### src/hdl/skc_pkg.sv
// Package for the keystream XOR cipher: generator constants, datapath
// operation codes and the command and status structs.
// No dependencies.
package skc_pkg;

    // Generator and seeding constants.
    localparam logic [63:0] GOLDEN_GAMMA = 64'h9e37_79b9_7f4a_7c15;
    localparam logic [63:0] MIX_MUL_A    = 64'hbf58_476d_1ce4_e5b9;
    localparam logic [63:0] MIX_MUL_B    = 64'h94d0_49bb_1331_11eb;

    // Register indexes on the configuration port.
    localparam int unsigned CFG_IDX_W = 2;
    localparam logic [CFG_IDX_W-1:0] REG_KEY_HASH      = 2'd0;
    localparam logic [CFG_IDX_W-1:0] REG_PATH_HASH     = 2'd1;
    localparam logic [CFG_IDX_W-1:0] REG_ORIGINAL_SIZE = 2'd2;

    // Bytes in one key word.
    localparam logic [3:0] KEY_BYTES = 4'd8;

    // Datapath operation codes issued by the controller.
    localparam int unsigned OP_W = 4;
    localparam logic [OP_W-1:0] OP_NONE  = 4'd0;
    localparam logic [OP_W-1:0] OP_SEED0 = 4'd1;
    localparam logic [OP_W-1:0] OP_SEED1 = 4'd2;
    localparam logic [OP_W-1:0] OP_SEED2 = 4'd3;
    localparam logic [OP_W-1:0] OP_SEED3 = 4'd4;
    localparam logic [OP_W-1:0] OP_ADV   = 4'd5;
    localparam logic [OP_W-1:0] OP_MUL0  = 4'd6;
    localparam logic [OP_W-1:0] OP_MUL1  = 4'd7;
    localparam logic [OP_W-1:0] OP_MUL2  = 4'd8;
    localparam logic [OP_W-1:0] OP_MUL3  = 4'd9;
    localparam logic [OP_W-1:0] OP_MIXA  = 4'd10;
    localparam logic [OP_W-1:0] OP_MIXB  = 4'd11;
    localparam logic [OP_W-1:0] OP_BYTE  = 4'd12;

    // Command from the controller to the datapath.
    typedef struct packed {
        logic [OP_W-1:0] op;
        logic            use_mul_b;
    } skc_cmd_t;

    // Status from the datapath to the controller.
    typedef struct packed {
        logic at_start;
        logic key_empty;
        logic out_free;
    } skc_status_t;

endpackage

### src/hdl/skc_datapath.sv
// Datapath of the keystream XOR cipher: configuration registers, generator
// state, a shared 32x32 multiplier with accumulator, key word and output stage.
// Depends on skc_pkg.
module skc_datapath
    import skc_pkg::*;
(
    input  logic                 clk,
    input  logic                 rst_n,
    input  skc_cmd_t             cmd,
    output skc_status_t          status,
    input  logic                 cfg_write,
    input  logic [CFG_IDX_W-1:0] cfg_index,
    input  logic [63:0]          cfg_data,
    input  logic [7:0]           data_byte,
    input  logic                 end_of_payload,
    output logic                 out_valid,
    input  logic                 out_ready,
    output logic [7:0]           out_byte,
    output logic                 out_last
);

    logic [63:0] key_hash_reg, key_hash_next;
    logic [63:0] path_hash_reg, path_hash_next;
    logic [63:0] orig_size_reg, orig_size_next;
    logic [63:0] gen_reg, gen_next;
    logic [63:0] key_word_reg, key_word_next;
    logic [3:0]  bytes_left_reg, bytes_left_next;
    logic        at_start_reg, at_start_next;
    logic        out_valid_reg, out_valid_next;
    logic [63:0] acc_reg, acc_next;
    logic [63:0] z_reg, z_next;
    logic [63:0] prod_reg, prod_next;
    logic [7:0]  out_byte_reg, out_byte_next;
    logic        out_last_reg, out_last_next;

    logic [63:0] mul_const;
    logic [31:0] mul_a;
    logic [31:0] mul_b;
    logic [63:0] mul_p;
    logic [63:0] gen_step;

    // Configuration writes; an index beyond the list is ignored.
    always_comb
    begin
        key_hash_next  = key_hash_reg;
        path_hash_next = path_hash_reg;
        orig_size_next = orig_size_reg;
        if (cfg_write)
        begin
            case (cfg_index)
                REG_KEY_HASH:      key_hash_next  = cfg_data;
                REG_PATH_HASH:     path_hash_next = cfg_data;
                REG_ORIGINAL_SIZE: orig_size_next = cfg_data;
                default:           key_hash_next  = key_hash_reg;
            endcase
        end
    end

    // Operand selection for the shared multiplier.
    assign mul_const = cmd.use_mul_b ? MIX_MUL_B : MIX_MUL_A;
    assign mul_a     = (cmd.op == OP_MUL2) ? z_reg[63:32] : z_reg[31:0];
    assign mul_b     = (cmd.op == OP_MUL1) ? mul_const[63:32] : mul_const[31:0];
    assign mul_p     = {32'd0, mul_a} * {32'd0, mul_b};
    assign gen_step  = gen_reg + GOLDEN_GAMMA;

    // Operation decode.
    always_comb
    begin
        gen_next        = gen_reg;
        key_word_next   = key_word_reg;
        bytes_left_next = bytes_left_reg;
        at_start_next   = at_start_reg;
        acc_next        = acc_reg;
        z_next          = z_reg;
        prod_next       = prod_reg;
        out_byte_next   = out_byte_reg;
        out_last_next   = out_last_reg;
        out_valid_next  = out_valid_reg && !out_ready;
        case (cmd.op)
            OP_SEED0:
            begin
                acc_next = path_hash_reg + GOLDEN_GAMMA;
            end
            OP_SEED1:
            begin
                acc_next = acc_reg + {key_hash_reg[57:0], 6'd0};
            end
            OP_SEED2:
            begin
                acc_next = acc_reg + {2'd0, key_hash_reg[63:2]};
            end
            OP_SEED3:
            begin
                gen_next        = key_hash_reg ^ acc_reg ^ (orig_size_reg + MIX_MUL_A);
                key_word_next   = '0;
                bytes_left_next = '0;
                at_start_next   = 1'b0;
            end
            OP_ADV:
            begin
                gen_next = gen_step;
                z_next   = gen_step ^ {30'd0, gen_step[63:30]};
            end
            OP_MUL0:
            begin
                prod_next = mul_p;
            end
            OP_MUL1:
            begin
                acc_next  = prod_reg;
                prod_next = mul_p;
            end
            OP_MUL2:
            begin
                acc_next  = acc_reg + {prod_reg[31:0], 32'd0};
                prod_next = mul_p;
            end
            OP_MUL3:
            begin
                acc_next = acc_reg + {prod_reg[31:0], 32'd0};
            end
            OP_MIXA:
            begin
                z_next = acc_reg ^ {27'd0, acc_reg[63:27]};
            end
            OP_MIXB:
            begin
                key_word_next   = acc_reg ^ {31'd0, acc_reg[63:31]};
                bytes_left_next = KEY_BYTES;
            end
            OP_BYTE:
            begin
                out_byte_next   = data_byte ^ key_word_reg[7:0];
                out_last_next   = end_of_payload;
                out_valid_next  = 1'b1;
                key_word_next   = {8'd0, key_word_reg[63:8]};
                bytes_left_next = bytes_left_reg - 4'd1;
                if (end_of_payload)
                begin
                    at_start_next = 1'b1;
                end
            end
            default:
            begin
                acc_next = acc_reg;
            end
        endcase
    end

    // Control and state registers.
    always_ff @(posedge clk or negedge rst_n)
    begin
        if (!rst_n)
        begin
            key_hash_reg   <= '0;
            path_hash_reg  <= '0;
            orig_size_reg  <= '0;
            gen_reg        <= '0;
            key_word_reg   <= '0;
            bytes_left_reg <= '0;
            at_start_reg   <= 1'b1;
            out_valid_reg  <= 1'b0;
        end
        else
        begin
            key_hash_reg   <= key_hash_next;
            path_hash_reg  <= path_hash_next;
            orig_size_reg  <= orig_size_next;
            gen_reg        <= gen_next;
            key_word_reg   <= key_word_next;
            bytes_left_reg <= bytes_left_next;
            at_start_reg   <= at_start_next;
            out_valid_reg  <= out_valid_next;
        end
    end

    // Working and payload registers.
    always_ff @(posedge clk)
    begin
        acc_reg      <= acc_next;
        z_reg        <= z_next;
        prod_reg     <= prod_next;
        out_byte_reg <= out_byte_next;
        out_last_reg <= out_last_next;
    end

    assign status.at_start  = at_start_reg;
    assign status.key_empty = (bytes_left_reg == 4'd0);
    assign status.out_free  = !out_valid_reg || out_ready;

    assign out_valid = out_valid_reg;
    assign out_byte  = out_byte_reg;
    assign out_last  = out_last_reg;

endmodule

### src/hdl/skc_controller.sv
// Controller of the keystream XOR cipher: sequences seeding, the generator
// step with its two multiplications, and byte acceptance.
// Depends on skc_pkg.
module skc_controller
    import skc_pkg::*;
(
    input  logic        clk,
    input  logic        rst_n,
    input  skc_status_t status,
    input  logic        in_valid,
    output logic        in_ready,
    output skc_cmd_t    cmd
);

    localparam logic [3:0] ST_IDLE  = 4'd0;
    localparam logic [3:0] ST_SEED1 = 4'd1;
    localparam logic [3:0] ST_SEED2 = 4'd2;
    localparam logic [3:0] ST_SEED3 = 4'd3;
    localparam logic [3:0] ST_MUL0  = 4'd4;
    localparam logic [3:0] ST_MUL1  = 4'd5;
    localparam logic [3:0] ST_MUL2  = 4'd6;
    localparam logic [3:0] ST_MUL3  = 4'd7;
    localparam logic [3:0] ST_MIXA  = 4'd8;
    localparam logic [3:0] ST_MIXB  = 4'd9;

    logic [3:0] state_reg, state_next;
    logic       pass_reg, pass_next;

    // A request is taken only when idle and seeded, a key byte is ready and the output stage is free.
    assign in_ready = (state_reg == ST_IDLE) && !status.at_start && !status.key_empty
                      && status.out_free;

    // Next state and command.
    always_comb
    begin
        state_next    = state_reg;
        pass_next     = pass_reg;
        cmd.op        = OP_NONE;
        cmd.use_mul_b = pass_reg;
        case (state_reg)
            ST_IDLE:
            begin
                if (status.at_start)
                begin
                    // Seed only once a request is waiting, so that late register
                    // writes are still picked up.
                    if (in_valid)
                    begin
                        cmd.op     = OP_SEED0;
                        state_next = ST_SEED1;
                    end
                end
                else if (status.key_empty)
                begin
                    cmd.op     = OP_ADV;
                    pass_next  = 1'b0;
                    state_next = ST_MUL0;
                end
                else if (in_valid && in_ready)
                begin
                    cmd.op = OP_BYTE;
                end
            end
            ST_SEED1:
            begin
                cmd.op     = OP_SEED1;
                state_next = ST_SEED2;
            end
            ST_SEED2:
            begin
                cmd.op     = OP_SEED2;
                state_next = ST_SEED3;
            end
            ST_SEED3:
            begin
                cmd.op     = OP_SEED3;
                state_next = ST_IDLE;
            end
            ST_MUL0:
            begin
                cmd.op     = OP_MUL0;
                state_next = ST_MUL1;
            end
            ST_MUL1:
            begin
                cmd.op     = OP_MUL1;
                state_next = ST_MUL2;
            end
            ST_MUL2:
            begin
                cmd.op     = OP_MUL2;
                state_next = ST_MUL3;
            end
            ST_MUL3:
            begin
                cmd.op     = OP_MUL3;
                state_next = pass_reg ? ST_MIXB : ST_MIXA;
            end
            ST_MIXA:
            begin
                cmd.op     = OP_MIXA;
                pass_next  = 1'b1;
                state_next = ST_MUL0;
            end
            ST_MIXB:
            begin
                cmd.op     = OP_MIXB;
                state_next = ST_IDLE;
            end
            default:
            begin
                state_next = ST_IDLE;
            end
        endcase
    end

    always_ff @(posedge clk or negedge rst_n)
    begin
        if (!rst_n)
        begin
            state_reg <= ST_IDLE;
            pass_reg  <= 1'b0;
        end
        else
        begin
            state_reg <= state_next;
            pass_reg  <= pass_next;
        end
    end

endmodule

### src/hdl/splitmix_keystream_xor_cipher.sv
// Top level of the keystream XOR cipher: joins the controller and datapath.
// Depends on skc_pkg, skc_controller and skc_datapath.
//
//  Channel   Handshake               Payload
//  input     in_valid / in_ready     data_byte[7:0], end_of_payload
//  output    out_valid / out_ready   out_byte[7:0], out_last
//  config    cfg_write               cfg_index[1:0], cfg_data[63:0]
//
// A byte is taken whenever the current key word has bytes left and the
// output stage is free. A new key word takes one generator step, two
// multiplications on a shared 32x32 multiplier and two mixing steps, and
// the first byte of a payload adds seeding before it. Reset leaves the block
// ready to seed; a stalled output holds its byte and blocks further requests
// until it is taken.
module splitmix_keystream_xor_cipher
    import skc_pkg::*;
(
    input  logic                 clk,
    input  logic                 rst_n,
    input  logic                 in_valid,
    output logic                 in_ready,
    input  logic [7:0]           data_byte,
    input  logic                 end_of_payload,
    output logic                 out_valid,
    input  logic                 out_ready,
    output logic [7:0]           out_byte,
    output logic                 out_last,
    input  logic                 cfg_write,
    input  logic [CFG_IDX_W-1:0] cfg_index,
    input  logic [63:0]          cfg_data
);

    skc_cmd_t    cmd;
    skc_status_t status;

    skc_controller u_controller (
        .clk      (clk),
        .rst_n    (rst_n),
        .status   (status),
        .in_valid (in_valid),
        .in_ready (in_ready),
        .cmd      (cmd)
    );

    skc_datapath u_datapath (
        .clk            (clk),
        .rst_n          (rst_n),
        .cmd            (cmd),
        .status         (status),
        .cfg_write      (cfg_write),
        .cfg_index      (cfg_index),
        .cfg_data       (cfg_data),
        .data_byte      (data_byte),
        .end_of_payload (end_of_payload),
        .out_valid      (out_valid),
        .out_ready      (out_ready),
        .out_byte       (out_byte),
        .out_last       (out_last)
    );

endmodule

### config.mk
export PLATFORM = sky130hd
export DESIGN_NAME = splitmix_keystream_xor_cipher
export DESIGN_NICKNAME = d
export VERILOG_FILES = /design/src/hdl/skc_pkg.sv /design/src/hdl/skc_datapath.sv /design/src/hdl/skc_controller.sv /design/src/hdl/splitmix_keystream_xor_cipher.sv
export SDC_FILE = /design/constraint.sdc
export NUM_CORES = 2
export LEC_CHECK = 0
export BUFFER_PORTS_ARGS = -buffer_cell sky130_fd_sc_hd__clkbuf_2
export CORE_UTILIZATION = 30
export CTS_CLUSTER_SIZE = 10
export DETAILED_ROUTE_END_ITERATION = 10
export PLACE_DENSITY = 0.5
export SYNTH_ARGS = -nofsm -noshare
export SYNTH_HDL_FRONTEND = slang
export SYNTH_SLANG_ARGS = --single-unit
### constraint.sdc
create_clock -name clk -period 12.25 [get_ports clk]
set_input_delay 1.225 -clock clk [delete_from_list [all_inputs] [get_ports clk]]
set_output_delay 1.225 -clock clk [all_outputs]
set_load 0.1 [all_outputs]
==> flow_metrics.tcl <==
set metrics [dict create \
    critPathLaunchType "flip-flop" \
    slowest_stage "dfrtp_1" \
    ys_seq_area_frac 0.214 \
    hold_depth 2 \
    synth_nets 8535 \
    synth_edf_count 201 \
    fin_crit_sh 0.868 \
    synth_compound_area_frac 0.129 \
    cts_tree "built" \
    netlist_area_um2 66900 \
    wire_per_inst_um 27.2 \
    tns_ps 0 \
    synth_top_cell_by_area "fa_1" \
    critPathMostFrequentCell "fa_1" \
    synth_top_family_by_area "adder cells" \
    groute.usage.overall 0.245 \
    status "finished, final reports clean" \
    gr-usage-met1 0.334 \
    vias_per_cell 5.31 \
    ctsHtreeMaxLevel 3 \
    setup_viol_count_final 0 \
    cts_sinks 532 \
    hpwl_um 225000 \
    setup.worst_path.class "flip-flop to flip-flop" \
    syn_inst 7139 \
    setup.worst_path.end_class "flip-flop" \
    drc_errors 0 \
    fin_nets 8459 \
    post_cts_buffers 0 \
    synth_fa_ha_area_frac 0.336 \
    tightest_slew_ps 1280 \
    gp_congestion 0.976 \
    async_flop_share 0.622 \
    grt-ovfl-total 0 \
    rows 173 \
    die_area_um2 225000 \
    synthXorXnorAreaFrac 0.0836 \
    cts-buffers-inserted 71 \
    drive_above_1_share 0.0856 \
    chipWidth_um 474 \
    grt_pass1_vias 54657 \
    fin_cells 10097 \
    port_buffers 90 \
    synth_mux_area_frac 0.0395 \
    insertion_delay_ps 690 \
    max_stage_delay_ps 690 \
    cts_resized 0 \
    synth_commonest_cells "inv_1 (1058), fa_1 (804), nand2_1 (536)" \
    cts_buffer_depth 3 \
    synth.top_cell.area_share 0.240 \
    finalMaxSlewViolations 0 \
    drt-total-wl_um 274000 \
    max_freq_mhz 94.0 \
    postSynthRegisterBits 532 \
    ys_warn_count 0 \
    period_needed_ps 10640 \
    yosys-top-cells-area "fa_1 (24%), dfrtp_1 (12%), ha_1 (9.6%)" \
    reg2reg_slack_ps 1610 \
    busiest_layer "met2" \
    grt_first_pass_wirelength_um 398000 \
    syn_to_final_growth_pct 9.04 \
    ys.flop_type "dfrtp_1" \
    die_h_um 474 \
    final_hold_viol_count 0 \
    cp.arrival_ps 11040 \
    yosys.cell_count.top_type "inv_1" \
    grt_max_degree 82 \
    clock-root-buffer "clkbuf_16" \
    ant_nets 0 \
    vias 53659 \
    clk_pin_slew_ps 60 \
    min_path_type "flip-flop to flip-flop" \
    synth_area_per_cell_um2 9.37 \
    antenna_found_initial 12 \
    worst-path-max-fanout 18 \
    cp.required_ps 12660 \
    yosys.area_share.simple 0.119 \
    initial_core_util 0.302 \
    relSlewSlack 0.143 \
    first_pass_iters 6 \
    skew_ps 45.0 \
    yosys.cell_types.count 104 \
    holdBufCountCts 0 \
    drt-initial-drc-count 5069 \
    final_core_util 0.329 \
    rsz0062_at_grt "false" \
    grt.met2_usage 0.392 \
    core_area_um2 222000 \
    rr_worst_depth 33 \
    io_pins 91 \
    dp.cells 9965 \
    max-cap-violations 0 \
    globalRouteMet3Util 0.0352 \
]
## metrics by stage
stage,instance area [um2],setup WS (ps),hold WS [ps]
floorplan,66900,2500,460
global placement,70700,1720,471
detailed placement,70700,1720,478
CTS,73000,1650,490
global route,73000,1170,506
finish,73000,1610,490
## worst paths after layout
kind	startpoint	end
setup / recovery	u_controller.state_reg[2]	u_datapath.prod_reg[61]
hold / removal	u_datapath.key_word_reg[39]	u_datapath.key_word_reg[39]
setup reg to reg	u_controller.state_reg[2]	u_datapath.prod_reg[61]
hold reg to reg	u_datapath.key_word_reg[39]	u_datapath.key_word_reg[39]
max in group asynchronous	rst_n	u_datapath.orig_size_reg[54]
min in group asynchronous	rst_n	u_datapath.key_hash_reg[23]
## worst max-delay path, delay by kind of cell (launching register included)
family                   cells  cell delay [ps]
buffers and inverters        8             1010
XOR/XNOR                     1              150
AO/OA/AOI/OAI                7             2210
multiplexers                 1              520
adder cells (fa/ha/maj)      9             4390
flip-flops                   1              690
AND/OR/NAND/NOR              7             1390
## layer usage
layer,routed length (um),vias to the layer above
li1,-,23565
met1,118000,27481
met2,126000,2159
met3,19900,448
met4,11300,6
met5,38,-
## logic make-up after synthesis
kind of cell	Yosys count
DFF	532
muxes	238
buffers and inverters	1394
xor gates and xnor gates	639
AOI/OAI and AO/OA	1334
adders and majority gates	1316
and+or+nand+nor	1686
## layout by cell type, fill, tap and decap left out, types with 21 or more instances in the layout
cell type	instances
clkbuf_16	76
xnor2_1	375
a21oi_1	368
mux2i_1	23
buf_4	90
a22oi_1	91
fa_1	804
nand4_1	70
clkbuf_2	89
o21ai_1	21
a211oi_1	24
o21bai_1	60
and3_1	35
a31oi_1	54
o221ai_1	21
clkbuf_1	24
nand2_1	533
a221oi_1	24
nor3_1	81
xor2_1	264
a21o_1	125
a222oi_1	25
edfxtp_1	201
nand3_1	142
o21ai_0	296
or3_1	34
nor4_1	23
mux2_2	211
ha_1	510
or2_2	40
dfrtp_1	330
o21a_1	36
nor2_1	433
inv_1	1056
and2_1	99
nor2b_1	53
o211ai_1	36
nand2b_1	83
## area by class of cell
class	instances	area, um2
fill	23000	149000
multi-input combinational	5213	47500
sequential	532	14300
inverter	1063	3990
tap	2975	3720
clock buffer	109	2120
timing repair buffer	182	1180
clock inverter	15	155
antenna	8	20.0
Power is left out: the tool's default activity adds up to more than one toggle a clock period on the data nets, which glitch-free logic cannot reach.
